[src/design/psh_pkg.sv]
`timescale 1ns / 1ps
`default_nettype none
// ----------------------------------------------------------------------------
// psh_pkg
// Types and constants shared by the point-to-segment hit test.
// ----------------------------------------------------------------------------
package psh_pkg;

    localparam int COORD_W     = 24;
    localparam int TOL_W       = 16;
    localparam int T_FRAC_BITS = 16;
    localparam int POS_W       = T_FRAC_BITS + 1;
    localparam int DIFF_W      = COORD_W + 1;
    localparam int SQ_W        = 2 * DIFF_W;
    localparam int QUO_W       = 2 * T_FRAC_BITS + 1;
    localparam int DIV_STEPS   = 2 * T_FRAC_BITS;
    localparam int ROOT_W      = (QUO_W + 1) / 2;
    localparam int RAD_W       = 2 * ROOT_W;
    localparam int REM_W       = ROOT_W + 3;
    localparam int PADDR_W     = 3;

    localparam logic REG_TOLERANCE = 1'b0;
    localparam logic [TOL_W-1:0] TOL_RESET = 16'd1024;

    typedef struct packed {
        logic signed [COORD_W-1:0] start_x;
        logic signed [COORD_W-1:0] start_y;
        logic signed [COORD_W-1:0] end_x;
        logic signed [COORD_W-1:0] end_y;
        logic signed [COORD_W-1:0] point_x;
        logic signed [COORD_W-1:0] point_y;
    } psh_in_t;

    typedef struct packed {
        logic             hit;
        logic [POS_W-1:0] position_t;
    } psh_out_t;

    typedef struct packed {
        logic signed [DIFF_W-1:0] dx;
        logic signed [DIFF_W-1:0] dy;
        logic signed [DIFF_W-1:0] lx;
        logic signed [DIFF_W-1:0] ly;
        logic                     early_hit;
        logic                     early_end;
        logic                     do_div;
    } psh_ctx_t;

endpackage
`default_nettype wire

[src/design/psh_sqrt_cell.sv]
`timescale 1ns / 1ps
`default_nettype none
// ----------------------------------------------------------------------------
// psh_sqrt_cell
// One digit-by-digit square root step: produces one root bit per cell.
// ----------------------------------------------------------------------------
module psh_sqrt_cell (
    input  wire logic                        aclk,
    input  wire logic                        aresetn,
    input  wire logic                        en,
    input  wire logic                        in_vld,
    input  wire psh_pkg::psh_ctx_t           in_ctx,
    input  wire logic [psh_pkg::RAD_W-1:0]   in_rad,
    input  wire logic [psh_pkg::REM_W-1:0]   in_rem,
    input  wire logic [psh_pkg::ROOT_W-1:0]  in_root,
    output logic                             out_vld,
    output psh_pkg::psh_ctx_t                out_ctx,
    output logic [psh_pkg::RAD_W-1:0]        out_rad,
    output logic [psh_pkg::REM_W-1:0]        out_rem,
    output logic [psh_pkg::ROOT_W-1:0]       out_root
);
    import psh_pkg::*;

    logic [REM_W-1:0] rs;
    logic [REM_W-1:0] trial;
    logic             ge;

    assign rs    = {in_rem[REM_W-3:0], in_rad[RAD_W-1 -: 2]};
    assign trial = {1'b0, in_root, 2'b01};
    assign ge    = rs >= trial;

    always_ff @(posedge aclk) begin
        if (!aresetn) begin
            out_vld <= 1'b0;
        end else if (en) begin
            out_vld <= in_vld;
        end
    end

    always_ff @(posedge aclk) begin
        if (en) begin
            out_ctx  <= in_ctx;
            out_rad  <= {in_rad[RAD_W-3:0], 2'b00};
            out_rem  <= ge ? rs - trial : rs;
            out_root <= {in_root[ROOT_W-2:0], ge};
        end
    end

endmodule
`default_nettype wire

[config.mk]
export PLATFORM = sky130hd
export DESIGN_NAME = psh_sqrt_cell
export DESIGN_NICKNAME = d
export VERILOG_FILES = /design/src/design/psh_pkg.sv /design/src/design/psh_sqrt_cell.sv
export SDC_FILE = /design/constraint.sdc
export NUM_CORES = 1
export LEC_CHECK = 0
export ABC_AREA = 1
export BUFFER_PORTS_ARGS = -buffer_cell sky130_fd_sc_hd__buf_4
export CORE_MARGIN = 8
export CORE_UTILIZATION = 44
export DETAILED_ROUTE_END_ITERATION = 10
export PLACE_DENSITY = 0.74
export SYNTH_ARGS = -nofsm -noshare
export SYNTH_HDL_FRONTEND = slang
export SYNTH_SLANG_ARGS = --single-unit
[constraint.sdc]
create_clock -name aclk -period 4.4 [get_ports aclk]
set_input_delay 0.66 -clock aclk [delete_from_list [all_inputs] [get_ports aclk]]
set_output_delay 0.66 -clock aclk [all_outputs]
set_load 0.05 [all_outputs]
==> impl_metrics.yaml, run 1 <==
sta:
  fmax_ghz: 0.467
  min_period_ns: 2.14
  slew_headroom: 0.359
  rsz0062_at_grt: "false"
  worst_pin_slew_ns: 0.961
  setup_viol: 0
  fin_crit_sh: 0.486
  whs_ns: 0.409
  hold_viol: 0
  timing.setup.tns_ns: 0
  maxSlewViolCount: 0
  fin_skew_ns: 0
yosys:
  ys_ff_latch: 173
  yosysUniqueCellTypes: 26
  synth_area_mm2: 0.00678
  synth-async-reset-ratio: 0
  synth.avg_cell_area_um2: 13.5
  yosysWarnings: 0
  synth-edff-count: 172
  synthFlopType: "edfxtp_1"
  syn_inst: 501
  yosysSeqAreaShare: 0.765
floorplan:
  core_area_mm2: 0.0151
  die_w_um: 140
  initial_core_util: 0.448
  die_area_mm2: 0.0196
  die_h_um: 140
  io_pins: 353
  row_count: 45
pwr:
  ir_drop_uv: 256
  power_w: 0.00466
  switching_power_w: 0.00148
  swShare: 0.317
  power.density_mw_per_mm2: 456
  p_leak_nw: 4.68
  p_int_w: 0.00318
  p_clk_frac: 0.325
  pwr-share-comb: 0.242
  p_seq_frac: 0.434
clock_network:
  root_buffer: "clkbuf_16"
  htreeDepth: 4
  clkTransAtPathRegs_ns: 0.07
  numCtsBuffers: 17
  post_cts_resized: 0
  clock_latency_ns: 0.42
  cts_hold_buf: 0
  cts_tree: "built"
  clock-sinks: 173
  cts_setup_buffers: 0
  clock_path_buffers: 2
finish:
  final_nets: 1062
  drive_above_1_share: 0.450
  antenna_cells: 0
  fin_util: 0.674
  area_growth_pct: 50.7
drt:
  num_vias: 5143
  drc: 0
  viasPerCell: 4.82
  wl_um: 22200
  ant_nets: 0
  wl_per_cell_um: 20.8
  dr.pass1.iters: 4
  drtIter0Drc: 282
setup_path:
  cp.required_ns: 4.58
  critPathSlowestCell: "ha_1"
  worstPathArrival_ns: 2.32
  crit_fanout: 22
  max_stage_delay_ns: 0.34
  start_kind: "primary input"
  crit_family: "simple AND/OR/NAND/NOR gates"
  path_cells: "buf_4, inv_1, ha_1, nand2_1, inv_1, nand2_1, inv_2, nand3_1, nand3_2, nand2_2, nand2_4, inv_4, nand2_1, nand2_1"
  worstSetupPathType: "primary input to register"
  timing.critical_path.buf_inv: 5
  cpMostUsedCell: "nand2_1"
  crit_path_end_kind: "register"
global_routing:
  grt-ovfl-total: 0
  grt_max_degree: 104
  antenna_found_initial: 2
  track_usage: 0.221
  grt_pass1_vias: 5219
  grt_pass1_wl_um: 32000
placed_design:
  gp_congestion: 0.945
  port_buffers: 348
  hpwlAfterDp_um: 17800
run:
  cap_viol_max_count: 0
worst_hold_path:
  holdCritPathClass: "primary input to register"
status:
  status: "complete, no violations"
==> per-stage QoR <==
step,cell area (µm²),instances,worst slack [ns]
3_5_place_dp,9610,1034,1.80
6_report,10200,1066,2.26
3_3_place_gp,9610,1034,1.84
4_1_cts,10200,1066,2.26
5_1_grt,10200,1066,2.05
2_1_floorplan,6780,502,2.27
==> path summary, 6_finish.rpt <==
check | from | endpoint | slack [ns] | depth (start not counted)
min reg2reg | out_vld | out_vld | 0.56 | 2
max reg2reg | out_vld | out_vld | 3.75 | 2
max | in_root[9] | out_rem[14] | 2.26 | 14
min | in_rad[2] | out_rad[4] | 0.41 | 1
==> state kept, by name, indices dropped and copies added (netlist names) <==
name	flops
out_rem	20
out_rad	32
out_root	17
out_vld	1
out_ctx	103
==> final cells by class <==
class / count / area, µm²
clock inverter: 14 / 178
sequential: 173 / 5180
fill: 1164 / 4930
tap: 188 / 235
clock buffer: 18 / 429
timing repair buffer: 349 / 2640
inverter: 63 / 239
multi-input combinational: 261 / 1310
==> cell usage in the layout (no fill, tap or decap), types with 2 or more instances in the layout <==
| cell | count |
|---|---|
| xnor2_1 | 2 |
| clkbuf_16 | 17 |
| nand2_1 | 142 |
| bufinv_16 | 2 |
| clkinvlp_4 | 4 |
| a21oi_1 | 13 |
| nand2_2 | 4 |
| o21ai_0 | 6 |
| ha_1 | 19 |
| xor2_1 | 8 |
| clkinv_8 | 2 |
| edfxtp_1 | 172 |
| nand3b_1 | 5 |
| nand3_1 | 22 |
| inv_1 | 56 |
| inv_2 | 6 |
| buf_4 | 347 |
| nor2_1 | 25 |
| inv_6 | 5 |
| conb_1 | 2 |
| nor3_1 | 6 |
==> layer usage <==
metal  vias up  GRT usage  part of all wire
li1       2432          -                 -
met1      2486      0.220              0.35
met2       194      0.417              0.55
met3        27     0.0765             0.079
met4         4     0.0766             0.020
met5         -          0           0.00090
==> synth_stat cells, types with 3 or more instances <==
cell type  number  area [µm²]
nand3_1        22         110
nor3_1          6        30.0
nor2_1         25        93.8
xor2_1          8        70.1
o21ai_0         6        30.0
inv_1          56         210
nand2_1       142         533
nand3b_1        5        37.5
inv_2           6        22.5
a21oi_1        13        65.1
ha_1           19         238
nand2_2         4        25.0
edfxtp_1      172        5160
buf_4           3        22.5
==> power by group through the flow <==
| stage | logic (W) | clock network [W] | registers, W |
|---|---|---|---|
| after floorplan | 0.000180 | 0 | 0.00256 |
| after global placement | 0.00112 | 0 | 0.00205 |
| after detailed placement | 0.00113 | 0 | 0.00206 |
| after CTS | 0.00113 | 0.00154 | 0.00202 |
| after global routing | 0.00118 | 0.00160 | 0.00203 |
| final | 0.00113 | 0.00151 | 0.00202 |
==> cells by family (layout without fill, tap and decap cells) <==
family | after synthesis | after routing | synth area share
xor gates and xnor gates | 10 | 10 | 0.0129
DFF | 173 | 173 | 0.765
AOI/OAI and AO/OA | 22 | 22 | 0.0172
buffers and inverters | 68 | 444 | 0.0419
other | 1 | 2 | 0.000553
adders and majority gates | 19 | 19 | 0.0351
and+or+nand+nor | 208 | 208 | 0.127
No activity file was read; power rests on OpenSTA's default activity.
==> run 2, diff against run 1 <==
--- a/config.mk
+++ b/config.mk
@@ -5,12 +5,12 @@
 export SDC_FILE = /design/constraint.sdc
 export NUM_CORES = 1
 export LEC_CHECK = 0
-export ABC_AREA = 1
+export ABC_AREA = 0
 export BUFFER_PORTS_ARGS = -buffer_cell sky130_fd_sc_hd__buf_4
 export CORE_MARGIN = 8
-export CORE_UTILIZATION = 44
+export CORE_UTILIZATION = 41
 export DETAILED_ROUTE_END_ITERATION = 10
-export PLACE_DENSITY = 0.74
+export PLACE_DENSITY = 0.73
 export SYNTH_ARGS = -nofsm -noshare
 export SYNTH_HDL_FRONTEND = slang
 export SYNTH_SLANG_ARGS = --single-unit
==> constraint.sdc (replaced) <==
create_clock -name aclk -period 1.8 [get_ports aclk]
set_input_delay 0.27 -clock aclk [delete_from_list [all_inputs] [get_ports aclk]]
set_output_delay 0.27 -clock aclk [all_outputs]
set_load 0.05 [all_outputs]
==> run 2 against run 1 <==
The run now ends with setup timing left. Highest routed layer unchanged. Routed wire length is 5.5% higher. Critical endpoint is now out_rem[13]. Via count down 3.5%. Register-to-register slack got worse by 2.5 ns. Global-route usage is 0.23 points higher. Setup slack worse by 2.5 ns. Sequential share of layout area down 2.8 points. Area after synthesis is 2.4% lower. Final area increased by 5.9%. Largest cell class unchanged.
==> impl_metrics.yaml, run 2 <==
global_routing:
  grt_pass1_wl_um: 32900
  antenna_found_initial: 1
  grt-ovfl-total: 0
  grt_max_degree: 59
  grt_pass1_vias: 5245
  track_usage: 0.223
drt:
  dr.pass1.iters: 5
  drc: 0
  num_vias: 4961
  ant_nets: 0
  wl_um: 23400
  wl_per_cell_um: 22.9
  drtIter0Drc: 306
  viasPerCell: 4.86
setup_path:
  r2r-start: "out_vld"
  max_stage_delay_ns: 0.33
  worstPathArrival_ns: 2.24
  start_kind: "primary input"
  crit_path_end_kind: "register"
  crit_path_start: "in_root[7]"
  worstSetupPathType: "primary input to register"
  critPathSlowestCell: "o31a_1"
  cp.required_ns: 1.96
  crit_fanout: 5
  path_cells: "buf_12, inv_12, ha_4, and4_4, nand4_1, o31a_1, a21o_1, a31oi_4, buf_6, mux2_4"
floorplan:
  row_count: 46
  core_area_mm2: 0.0158
  die_h_um: 143
  io_pins: 353
  die_area_mm2: 0.0205
  die_w_um: 143
  initial_core_util: 0.418
status:
  violations: "setup timing"
  status: "complete, but fails checks"
pwr:
  ir_drop_uv: 638
  power.density_mw_per_mm2: 1080
  p_leak_nw: 4.69
  power_w: 0.0117
clock_network:
  clkTransAtPathRegs_ns: 0.07
  htreeDepth: 4
  numCtsBuffers: 17
  cts_hold_buf: 0
  root_buffer: "clkbuf_16"
  clock_latency_ns: 0.41
  clock_path_buffers: 2
  cts_tree: "built"
  clock-sinks: 173
finish:
  drive_above_1_share: 0.617
  final_nets: 989
  final_common_cell: "buf_4"
  max_flop_register: "out_ctx"
  antenna_cells: 0
  top_regs: "out_ctx: 103 flops, out_rad: 32 flops, out_rem: 20 flops"
  largest_reg_flops: 103
  layout_common_cells: "buf_4 (400), edfxtp_1 (172), inv_1 (21)"
  area_growth_pct: 63.5
sta:
  setup_viol: 19
  setup_ws_ns: -0.281
  rsz0062_at_grt: "true"
  fmax_ghz: 0.481
  hold_viol: 0
  fin_skew_ns: 0
  fin_crit_sh: 1.16
  min_period_ns: 2.08
  timing.setup.tns_ns: -4.64
  maxSlewViolCount: 0
yosys:
  yosysSeqAreaShare: 0.784
  synthFlopType: "edfxtp_1"
  synth-edff-count: 172
  yosysMostFrequentCell: "edfxtp_1"
  ys_top_cells_by_count: "edfxtp_1 (172), inv_1 (25), ha_1 (19)"
  synth-async-reset-ratio: 0
  yosysWarnings: 0
  syn_inst: 365
  synth.area.top_cells: "edfxtp_1 (78%), ha_1 (3.6%), mux2_4 (3.0%)"
  ys_ff_latch: 173
  synth.avg_cell_area_um2: 18.1
  synthDominantCellAreaShare: 0.781
  yosysUniqueCellTypes: 41
  yosys.area.top_type: "edfxtp_1"
  synth_area_mm2: 0.00662
placed_design:
  hpwlAfterDp_um: 18700
  pre_cts_ws_ns: -0.775
  gp_congestion: 0.903
  port_buffers: 348
run:
  cap_viol_max_count: 0
worst_hold_path:
  min-delay-start: "in_ctx[10]"
  holdCritPathClass: "primary input to register"
run 2: changes by cell type after synthesis, moves of 9 or more:
cell     previous run  this run
xnor2_1             2        11
mux2_4              0        13
nand3_1            22         4
nand2_1           142        14
inv_1              56        25
nor2_1             25        13
run 2: layer usage:
layer | routed length [µm] | global-route usage | vias to the layer above
met5 | 14 | 0 | -
met4 | 655 | 0.0906 | 2
met3 | 2640 | 0.0952 | 32
met2 | 12700 | 0.405 | 245
met1 | 7370 | 0.218 | 2432
li1 | - | - | 2250
run 2: logic make-up after synthesis:
logic type | synth area share
DFF | 0.784
AOI/OAI and AO/OA | 0.0603
and+or+nand+nor | 0.0342
buffers and inverters | 0.0272
adders and majority gates | 0.0359
xor gates and xnor gates | 0.0236
muxes | 0.0344
other | 0.000567
run 2: worst paths after layout:
path	endpoint	slack, ns	cells past startpoint
max reg2reg	out_vld	1.22	2
min reg2reg	out_vld	0.52	2
max	out_rem[13]	-0.28	10
min	out_ctx[10]	0.02	1
run 2: power breakdown:
group          total [W]  switching (W)  internal (W)
combinational    0.00321        0.00202       0.00119
sequential       0.00495       0.000106       0.00485
clock            0.00355        0.00160       0.00195
total             0.0117        0.00372       0.00800
run 2: stage by stage:
| stage | util | hold slack, ns | std cells | cell area [µm²] |
|---|---|---|---|---|
| 2_1_floorplan | - | 0.369 | 366 | 6730 |
| 3_3_place_gp | 0.632 | 0.448 | 979 | 10000 |
| 3_5_place_dp | 0.632 | 0.449 | 979 | 10000 |
| 4_1_cts | 0.684 | 0.00610 | 1024 | 10800 |
| 5_1_grt | 0.683 | 0.000350 | 1021 | 10800 |
| 6_report | 0.683 | 0.0243 | 1021 | 10800 |
run 2: area by class of cell:
cell class | count | area, µm²
sequential | 173 | 5180
fill | 1122 | 5010
timing repair buffer | 415 | 3220
multi-input combinational | 160 | 1450
clock buffer | 17 | 425
tap | 216 | 270
clock inverter | 15 | 153
inverter | 25 | 121
run 2: worst max-delay path, delay by kind of cell:
kind	cells	cell delay (ns)
AND/OR/NAND/NOR	2	0.32
multiplexers	1	0.30
adder cells (fa/ha/maj)	1	0.27
AO/OA/AOI/OAI	3	0.76
buffers and inverters	3	0.32
run 2: repair_timing:
item	CTS	global route
cloned	2	0
resized for setup	28	13
pin swaps	6	7
setup buffers	11	1
endpoints found under the setup margin	20	21
